### config.mk
export PLATFORM = sky130hd
export DESIGN_NAME = mt4_root_div
export DESIGN_NICKNAME = d
export VERILOG_FILES = /design/src/hdl/mt4_pkg.sv /design/src/hdl/mt4_root_div.sv
export SDC_FILE = /design/constraint.sdc
export NUM_CORES = 1
export LEC_CHECK = 0
export BUFFER_PORTS_ARGS = -buffer_cell sky130_fd_sc_hd__buf_4
export CORE_MARGIN = 2
export CORE_UTILIZATION = 55
export DETAILED_ROUTE_END_ITERATION = 16
export PLACE_DENSITY = 0.74
export SETUP_SLACK_MARGIN = 0.2
export SLEW_MARGIN = 15
export SYNTH_ARGS = -nofsm -noshare
export SYNTH_HDL_FRONTEND = slang
export SYNTH_SLANG_ARGS = --single-unit
### constraint.sdc
create_clock -name clk -period 25.3 [get_ports clk]
set_clock_uncertainty 0.05 [all_clocks]
set_input_delay 5.06 -clock clk [delete_from_list [all_inputs] [get_ports clk]]
set_output_delay 5.06 -clock clk [all_outputs]
set_load 0.005 [all_outputs]
### src/hdl/mt4_pkg.sv
// Shared types, constants and helper functions for the 4x4 transform core.
// Used by mt4_root_div and matrix_transform_4x4_core; depends on nothing.
package mt4_pkg;

	// Number format and iteration counts
	localparam int FRAC_BITS    = 16;
	localparam int CORDIC_STEPS = 16;
	localparam int TAB_LEN      = 24;
	localparam int CORD_N       = (CORDIC_STEPS < TAB_LEN) ? CORDIC_STEPS : TAB_LEN;

	// Stream payload widths
	localparam int IN_W  = 136;
	localparam int OUT_W = 40;

	// Operation codes
	localparam logic [1:0] OP_IDENT = 2'd0;
	localparam logic [1:0] OP_TRANS = 2'd1;
	localparam logic [1:0] OP_SCALE = 2'd2;
	localparam logic [1:0] OP_ROT   = 2'd3;

	// Datapath widths
	localparam int MW     = 34;   // multiplier operand width
	localparam int PW     = 2 * MW;
	localparam int ACC_W  = 50;
	localparam int MOD_W  = 34;
	localparam int RAD_W  = FRAC_BITS + 9;
	localparam int MOD_STEPS = 25 - FRAC_BITS;
	localparam int CNT_W  = 5;

	localparam logic signed [MW-1:0] ONE_FIX   = MW'(1) << FRAC_BITS;
	localparam logic signed [MW-1:0] Q30_ONE   = MW'(1) << 30;
	localparam logic signed [MW-1:0] DEG2RAD   = MW'(74961321);
	localparam logic signed [MW-1:0] CORD_INIT = MW'(34'h026DD3B6A);

	// Angle reduction constants
	localparam logic [MOD_W-1:0] FULL_ANG = MOD_W'(360) << FRAC_BITS;
	localparam logic [MOD_W-1:0] MOD_BIAS = FULL_ANG << (MOD_STEPS - 1);
	localparam logic signed [MOD_W:0] FULL_S = (MOD_W+1)'(360) << FRAC_BITS;
	localparam logic signed [MOD_W:0] HALF_S = (MOD_W+1)'(180) << FRAC_BITS;
	localparam logic signed [MOD_W:0] QTR_S  = (MOD_W+1)'(90) << FRAC_BITS;

	// Request and response of the root / divide unit
	typedef struct packed {
		logic start;
		logic is_sqrt;
	} rd_req_t;

	typedef struct packed {
		logic        done;
		logic [31:0] result;
	} rd_rsp_t;

	// Arctangent table in Q30
	function automatic logic signed [MW-1:0] atan_q30(input logic [CNT_W-1:0] idx);
		logic signed [MW-1:0] v;
		case (idx)
			5'd0:  v = MW'(34'h03243F6A8);
			5'd1:  v = MW'(34'h01DAC6705);
			5'd2:  v = MW'(34'h00FADBAFC);
			5'd3:  v = MW'(34'h007F56EA6);
			5'd4:  v = MW'(34'h003FEAB76);
			5'd5:  v = MW'(34'h001FFD55B);
			5'd6:  v = MW'(34'h000FFFAAA);
			5'd7:  v = MW'(34'h0007FFF55);
			5'd8:  v = MW'(34'h0003FFFEA);
			5'd9:  v = MW'(34'h0001FFFFD);
			5'd10: v = MW'(34'h0000FFFFF);
			5'd11: v = MW'(34'h00007FFFF);
			5'd12: v = MW'(34'h00003FFFF);
			5'd13: v = MW'(34'h00001FFFF);
			5'd14: v = MW'(34'h00000FFFF);
			5'd15: v = MW'(34'h000007FFF);
			5'd16: v = MW'(34'h000003FFF);
			5'd17: v = MW'(34'h000001FFF);
			5'd18: v = MW'(34'h000000FFF);
			5'd19: v = MW'(34'h0000007FF);
			5'd20: v = MW'(34'h0000003FF);
			5'd21: v = MW'(34'h0000001FF);
			5'd22: v = MW'(34'h0000000FF);
			5'd23: v = MW'(34'h00000007F);
			default: v = '0;
		endcase
		return v;
	endfunction

	// Clamp a wide signed value to the 32-bit element range
	function automatic logic signed [31:0] sat32(input logic signed [ACC_W-1:0] v);
		logic signed [31:0] r;
		if (v > ACC_W'(32'sh7FFFFFFF))
			r = 32'sh7FFFFFFF;
		else if (v < -ACC_W'(33'sh080000000))
			r = 32'sh80000000;
		else
			r = v[31:0];
		return r;
	endfunction

endpackage

### src/hdl/mt4_root_div.sv
// Iterative integer square root and restoring divider, one step per cycle.
// Depends on mt4_pkg for the request and response types.
module mt4_root_div import mt4_pkg::*; (
	input  logic        clk,
	input  logic        arst_n,
	input  rd_req_t     req,
	input  logic [61:0] rad,   // radicand for the square root
	input  logic [30:0] num,   // divide computes (num << 30) / den
	input  logic [31:0] den,
	output rd_rsp_t     rsp
);

	logic              busy_q;
	logic              sqrt_q;
	logic [CNT_W-1:0]  cnt_q;
	logic [62:0]       work_q;
	logic [62:0]       res_q;
	logic [62:0]       bit_q;
	logic              done_q;

	// Square root step
	logic [62:0] sq_trial;
	logic        sq_ge;
	// Divide step
	logic [32:0] dv_p;
	logic        dv_ge;
	logic        last_step;

	assign sq_trial  = res_q + bit_q;
	assign sq_ge     = work_q >= sq_trial;
	assign dv_p      = {work_q[31:0], bit_q[30]};
	assign dv_ge     = dv_p >= {1'b0, den};
	assign last_step = sqrt_q ? (cnt_q == CNT_W'(31)) : (cnt_q == CNT_W'(30));

	// Sequencing of the shared work registers
	always_ff @(posedge clk or negedge arst_n) begin
		if (!arst_n) begin
			busy_q <= 1'b0;
			done_q <= 1'b0;
			sqrt_q <= 1'b0;
			cnt_q  <= '0;
		end else begin
			done_q <= 1'b0;
			if (req.start) begin
				busy_q <= 1'b1;
				sqrt_q <= req.is_sqrt;
				cnt_q  <= '0;
			end else if (busy_q) begin
				cnt_q <= cnt_q + CNT_W'(1);
				if (last_step) begin
					busy_q <= 1'b0;
					done_q <= 1'b1;
				end
			end
		end
	end

	// Datapath: remainder, result and bit or dividend shift register
	always_ff @(posedge clk) begin
		if (req.start) begin
			if (req.is_sqrt) begin
				work_q <= {1'b0, rad};
				res_q  <= '0;
				bit_q  <= 63'(1) << 62;
			end else begin
				work_q <= 63'(num[30:1]);
				res_q  <= '0;
				bit_q  <= {32'b0, num[0], 30'b0};
			end
		end else if (busy_q) begin
			if (sqrt_q) begin
				work_q <= sq_ge ? (work_q - sq_trial) : work_q;
				res_q  <= sq_ge ? ((res_q >> 1) + bit_q) : (res_q >> 1);
				bit_q  <= bit_q >> 2;
			end else begin
				work_q <= 63'(dv_ge ? (dv_p - {1'b0, den}) : dv_p);
				res_q  <= {res_q[61:0], dv_ge};
				bit_q  <= {bit_q[61:0], 1'b0};
			end
		end
	end

	assign rsp.done   = done_q;
	assign rsp.result = res_q[31:0];

endmodule

==> results of run 1 <==
flip-flops by register name, indices dropped and copies added, names as in the netlist:
register,flops
done_q,1
cnt_q,5
busy_q,1
bit_q,63
res_q,63
sqrt_q,1
work_q,63
final timing paths:
path                                    to  startpoint  cells after the start  slack (ns)
worst max register to register   res_q[62]    bit_q[0]                     25       17.51
worst min register to register   res_q[61]   res_q[61]                      2        0.51
worst min-delay path             res_q[61]   res_q[61]                      2        0.51
min in group asynchronous           done_q      arst_n                      1        4.30
max in group asynchronous           sqrt_q      arst_n                      1       20.76
worst max-delay path            work_q[56]      den[2]                     14       16.55
synth_stat cells (25+ instances only):
library cell	number	share of area (%)
a21oi_1	321	7.1
nand2_1	231	3.8
o21ai_0	230	5.1
ha_1	220	12
nor2_1	198	3.3
a21o_1	186	6.2
mux2i_1	144	6.4
clkbuf_1	130	2.2
edfxtp_1	126	17
xnor2_1	124	4.8
inv_1	105	1.7
xor2_1	85	3.3
dfxtp_1	63	5.6
nand3_1	50	1.1
nand4_1	45	1.2
buf_4	40	1.3
o21bai_1	38	1.3
nor3_1	34	0.75
o211ai_1	32	1.1
a31oi_1	29	0.80
nor2b_1	26	0.72
a211oi_1	25	0.83
and3_1	25	0.69
nand2b_1	25	0.69
cell families (layout without fill, tap and decap cells):
family	Yosys count	count (layout)	synth area share (%)
muxes	150	150	6.65
buffers and inverters	302	316	5.77
DFF	197	197	23.1
adders and majority gates	224	224	12.5
AOI/OAI and AO/OA	1059	1059	30.0
and+or+nand+nor	685	685	13.9
other	0	1	0
xor gates and xnor gates	209	209	8.07
routing by layer:
layer  up-vias  track usage [%]  share of wire, %
met5         -                0             0.019
met4         2             9.09               2.3
met3        94             4.93               7.5
met2       853             48.0                43
met1     10300             46.8                47
li1      10400                -                 -
power groups by stage:
stage	Clock (W)	Combinational [W]	Sequential, W
after floorplan	0	0.00118	0.000479
after global placement	0	0.00144	0.000520
after detailed placement	0	0.00147	0.000522
after CTS	0.000282	0.00148	0.000515
after global routing	0.000293	0.00165	0.000525
final	0.000278	0.00151	0.000519
worst min-delay path: stages, from the launching register on:
cell,delay [ns]
dfxtp_1,0.37
nor2_1,0.10
nor3_1,0.05
area by class of cell:
cell class	instances	area, µm²	share of cell area [%]
multi-input cells	2327	16200	66.3
flip-flops and latches	197	5250	21.5
repair buffers	178	1340	5.48
well taps	532	666	2.73
clock buffers	17	425	1.74
inverters	106	398	1.63
clock inverters	15	143	0.585
diodes	1	2.50	0.0103
stage by stage:
stage          setup WS (ns)  area [µm²]  power (W)
2_1_floorplan          16.34       22700    0.00166
4_1_cts                16.59       24400    0.00228
3_5_place_dp           16.04       23800    0.00199
5_1_grt                16.21       24400    0.00247
3_3_place_gp           16.13       23800    0.00196
6_report               16.55       24400    0.00231
==> summary.txt, run 1 <==
status = completed
Via density = 6.43
pwr/cell area = 94.6 nW/µm²
RSZ-0062 raised after global routing = false
power share of the sequential group = 22.5%
crit-path cells = buf_4, inv_1, ha_1, nor2b_1, o21ai_1, nand2b_1, a31oi_1, o21ai_1, a221o_1, a211o_1, a21oi_4, buf_4, or4_1, o211ai_1
cts bufs inserted = 17
CTS Hold Bufs = 0
Avg Cell Area, Syn = 8.02 µm²
CP Capture Type = flop
Tcrit/Tclk final = 34.6%
number of synthesis warnings = 0
maximum number of pins on one net before global-route repair = 95
post_cts resized = 0
Rows = 74
post-placement cell count = 3340
final-layout fill cell count = 3712
Core Util, Final = 59.9%
Slew Limit Headroom = 24.7%
Clk pwr share = 12.1%
per-cell routed wire length = 20.6 µm
area delta synth->final = 7.52%
register bit total from synthesis = 197
Layout Nets = 3180
Int Power = 0.00117 W
Crit Path Class = input port to flop
asr flop ratio synth = 4.06%
Synth cell types = 89
Setup violations, final = 0
CP max FO = 63
First-pass DRT Iterations = 8
Skew-Pair Late Insertion Delay = 0.52 ns
share of layout cells above drive strength 1 = 9.33%
final setup TNS = 0 ns
fmax = 0.114 GHz
Num Clock Sinks = 197
postcts setup bufs = 0
total wire length = 69600 µm
Syn Nets = 3179
RD Place Congestion = 0.972
Hold WC Path Type = flop to flop
Die Span Y = 207 µm
Synth Flop Type = edfxtp_1
DRC viols = 0
Final Max Slew Viols = 0
Ports = 162
initial antenna violation count = 2
Clk Tree Root Cell = clkbuf_16
Sw Pwr = 0.00113 W
Worst path slowest cell = or4_1
CTS max path bufs = 2
Post-DRT Antenna Nets = 0
Critical Path AT = 8.91 ns
number of global-route vias before repair = 20300
Initial Util = 55.7%
Non-Filler Instances = 3373
core area = 40700 µm²
Lkg Pwr = 11.4 nW
post-synthesis sequential area ratio = 23.1%
CTS tree = yes
Worst Path Required = 25.46 ns
Max-cap violations = 0
most frequent cells in the layout = 321 x a21oi_1, 231 x nand2_1, 230 x o21ai_0
clk slew on worst S/H paths = 0.09 ns
fin crit period = 8.75 ns
Port Buffer Count = 161
final hold violations = 0
Post-DP HPWL = 53000 µm
global-route wire length before repair = 111000 µm
Final Hold Slack = 0.513 ns
Startpoint Class = input port
DRT iter0 DRCs = 2332
Switching Fraction = 49.1%
die width = 207 µm
via count = 21700
commonest non-fill, non-tap cell in the layout = a21oi_1
Top Family by Delay on Critical Path = compound AO/OA/AOI/OAI gates
slew at the pin closest to its max-slew limit = 1.13 ns
H-tree Lvls = 4
synthesized cell area = 22700 µm²
Synth Instances = 2826
Overflow after GRT = 0
Total GRT Usage = 31.8%
max incr delay on CP = 0.74 ns
Worst IR Drop VDD = 59.4 µV
Post-synth EDFFs = 126
Die Area = 42900 µm²
WP buf/inv = 3
Comb power frac = 65.4%
No activity file was read; power rests on OpenSTA's default activity.
==> run 2, diff against run 1 <==
--- a/config.mk
+++ b/config.mk
@@ -9,7 +9,7 @@
 export CORE_MARGIN = 2
 export CORE_UTILIZATION = 55
 export DETAILED_ROUTE_END_ITERATION = 16
-export PLACE_DENSITY = 0.74
+export PLACE_DENSITY = 0.77
 export SETUP_SLACK_MARGIN = 0.2
 export SLEW_MARGIN = 15
 export SYNTH_ARGS = -nofsm -noshare
==> constraint.sdc (replaced) <==
create_clock -name clk -period 7.1 [get_ports clk]
set_clock_uncertainty 0.05 [all_clocks]
set_input_delay 1.42 -clock clk [delete_from_list [all_inputs] [get_ports clk]]
set_output_delay 1.42 -clock clk [all_outputs]
set_load 0.005 [all_outputs]
==> summary.txt, run 2 (same netlist as run 1, synthesis figures left out) <==
Non-Filler Instances = 3392 (was 3373)
Final Max Slew Viols = 0 (unchanged)
Rows = 74 (unchanged)
Post-DRT Antenna Nets = 0 (unchanged)
Skew-Pair Late Insertion Delay = 0.47 ns (was 0.52 ns)
total wire length = 70300 µm (was 69600 µm)
CP Capture Type = flop (unchanged)
Layout Nets = 3200 (was 3180)
CTS tree = yes (unchanged)
Num Clock Sinks = 197 (unchanged)
WP buf/inv = 3 (unchanged)
WHS Path Cells = 2 (unchanged)
post-placement cell count = 3357 (was 3340)
maximum number of pins on one net before global-route repair = 70 (was 95)
CP max FO = 62 (was 63)
H-tree Lvls = 4 (unchanged)
First-pass DRT Iterations = 5 (was 8)
Initial Util = 55.7% (unchanged)
Via density = 6.44 (was 6.43)
number of global-route vias before repair = 20300 (about the same)
commonest non-fill, non-tap cell in the layout = a21oi_1 (unchanged)
Final Cell Area = 24700 µm² (was 24400 µm²)
RD Place Congestion = 0.978 (was 0.972)
DRT iter0 DRCs = 2318 (was 2332)
via count = 21900 (was 21700)
Tcrit/Tclk final = 92.5%
Overflow after GRT = 0 (unchanged)
RSZ-0062 raised after global routing = false (unchanged)
Critical Path AT = 6.87 ns (was 8.91 ns)
Crit Path Class = flop to flop (was input port to flop)
Final Hold Slack = 0.464 ns (was 0.513 ns)
Worst Path Required = 7.40 ns (was 25.46 ns)
max incr delay on CP = 0.56 ns (was 0.74 ns)
Startpoint Class = flop (was input port)
Die Span Y = 207 µm (unchanged)
Worst IR Drop VDD = 330 µV (was 59.4 µV)
pwr/cell area = 335 nW/µm² (was 94.6 nW/µm²)
Top Family by Delay on Critical Path = compound AO/OA/AOI/OAI gates (unchanged)
Setup violations, final = 0 (unchanged)
Worst path slowest cell = or4_1 (unchanged)
Max-cap violations = 0 (unchanged)
status = completed (unchanged)
Hold WC Path Type = flop to flop (unchanged)
Lkg Pwr = 11.6 nW (was 11.4 nW)
Ports = 162 (unchanged)
slew at the pin closest to its max-slew limit = 1.10 ns (was 1.13 ns)
fmax = 0.152 GHz
R2R cell count = 26 (was 25)
fin crit period = 6.57 ns
final hold violations = 0 (unchanged)
die width = 207 µm (unchanged)
Die Area = 42900 µm² (unchanged)
Port Buffer Count = 161 (unchanged)
Post-DP HPWL = 54400 µm (was 53000 µm)
most frequent cells in the layout = 319 x a21oi_1, 231 x nand2_1, 227 x o21ai_0 (was 321 x a21oi_1, 231 x nand2_1, 230 x o21ai_0)
global-route wire length before repair = 112000 µm (was 111000 µm)
DP Area = 24000 µm² (was 23800 µm²)
Slew Limit Headroom = 26.6% (was 24.7%)
core area = 40700 µm² (unchanged)
initial antenna violation count = 0 (was 2)
Crit path depth = 26 (was 14)
final setup TNS = 0 ns (unchanged)
clk slew on worst S/H paths = 0.08 ns (was 0.09 ns)
CTS max path bufs = 2 (unchanged)
Total GRT Usage = 31.8% (about the same)
biggest regs = bit_q x63, res_q x63, work_q x63 (unchanged)
area delta synth->final = 8.73% (was 7.52%)
DRC viols = 0 (unchanged)
share of layout cells above drive strength 1 = 10.5% (was 9.33%)
ant diodes = 0 (was 1)
cts bufs inserted = 17 (unchanged)
Clk Tree Root Cell = clkbuf_16 (unchanged)
per-cell routed wire length = 20.7 µm (was 20.6 µm)
-- run 2: final cells by class --
cell class                 instances  area (µm²)
clock buffer                      18         429
clock inverter                    14         120
fill                            3622       16100
inverter                         106         398
multi-input combinational       2328       16300
sequential                       197        5250
tap                              532         666
timing repair buffer             197        1500
-- run 2: tightest hold or removal path, delay by kind of cell, from the launching register on --
family,cells,cell delay [ns]
DFF,1,0.34
and+or+nand+nor,1,0.06
AOI/OAI and AO/OA,1,0.06
-- run 2: per-stage QoR --
| stage | worst slack (ns) | total power [W] | util [%] |
|---|---|---|---|
| floorplan | 0.556 | 0.00590 | - |
| global placement | 0.392 | 0.00706 | 58.8 |
| detailed placement | 0.223 | 0.00711 | 58.8 |
| CTS | 0.273 | 0.00812 | 60.2 |
| global route | 0.200 | 0.00887 | 60.5 |
| finish | 0.532 | 0.00827 | 60.5 |
-- run 2: metal layers --
layer  vias to the layer above  global-route usage [%]  part of all wire (%)
met3                        92                    4.00                   8.3
li1                      10500                       -                     -
met1                     10200                    47.8                    47
met4                         0                    8.84                   2.5
met2                      1033                    47.7                    42
met5                         -                       0                     0
-- run 2: path summary, 6_finish.rpt --
check	end	slack [ns]	startpoint
max in group asynchronous	sqrt_q	6.15	arst_n
worst min register to register	res_q[0]	0.46	res_q[0]
worst min-delay path	res_q[0]	0.46	res_q[0]
worst max-delay path	res_q[48]	0.53	bit_q[1]
worst max register to register	res_q[48]	0.53	bit_q[1]
min in group asynchronous	done_q	0.71	arst_n
-- run 2: power by group --
| part | switching [W] | internal, W | total [W] | leakage, nW |
|---|---|---|---|---|
| Combinational | 0.00322 | 0.00225 | 0.00547 | 9.21 |
| Sequential | 0.000296 | 0.00153 | 0.00183 | 2.08 |
| Clock | 0.000507 | 0.000460 | 0.000968 | 0.269 |
| Total | 0.00403 | 0.00424 | 0.00827 | 11.6 |
-- run 2: repair_timing --
item / 4_1_cts / 5_1_grt
pin swaps: 1 / 2
buffers inserted: 0 / 2
gates cloned: 1 / 0
endpoints found under the hold margin: 0 / 0
endpoints found under the setup margin: 8 / 119
hold buffers: 0 / 0
resized for setup: 0 / 25
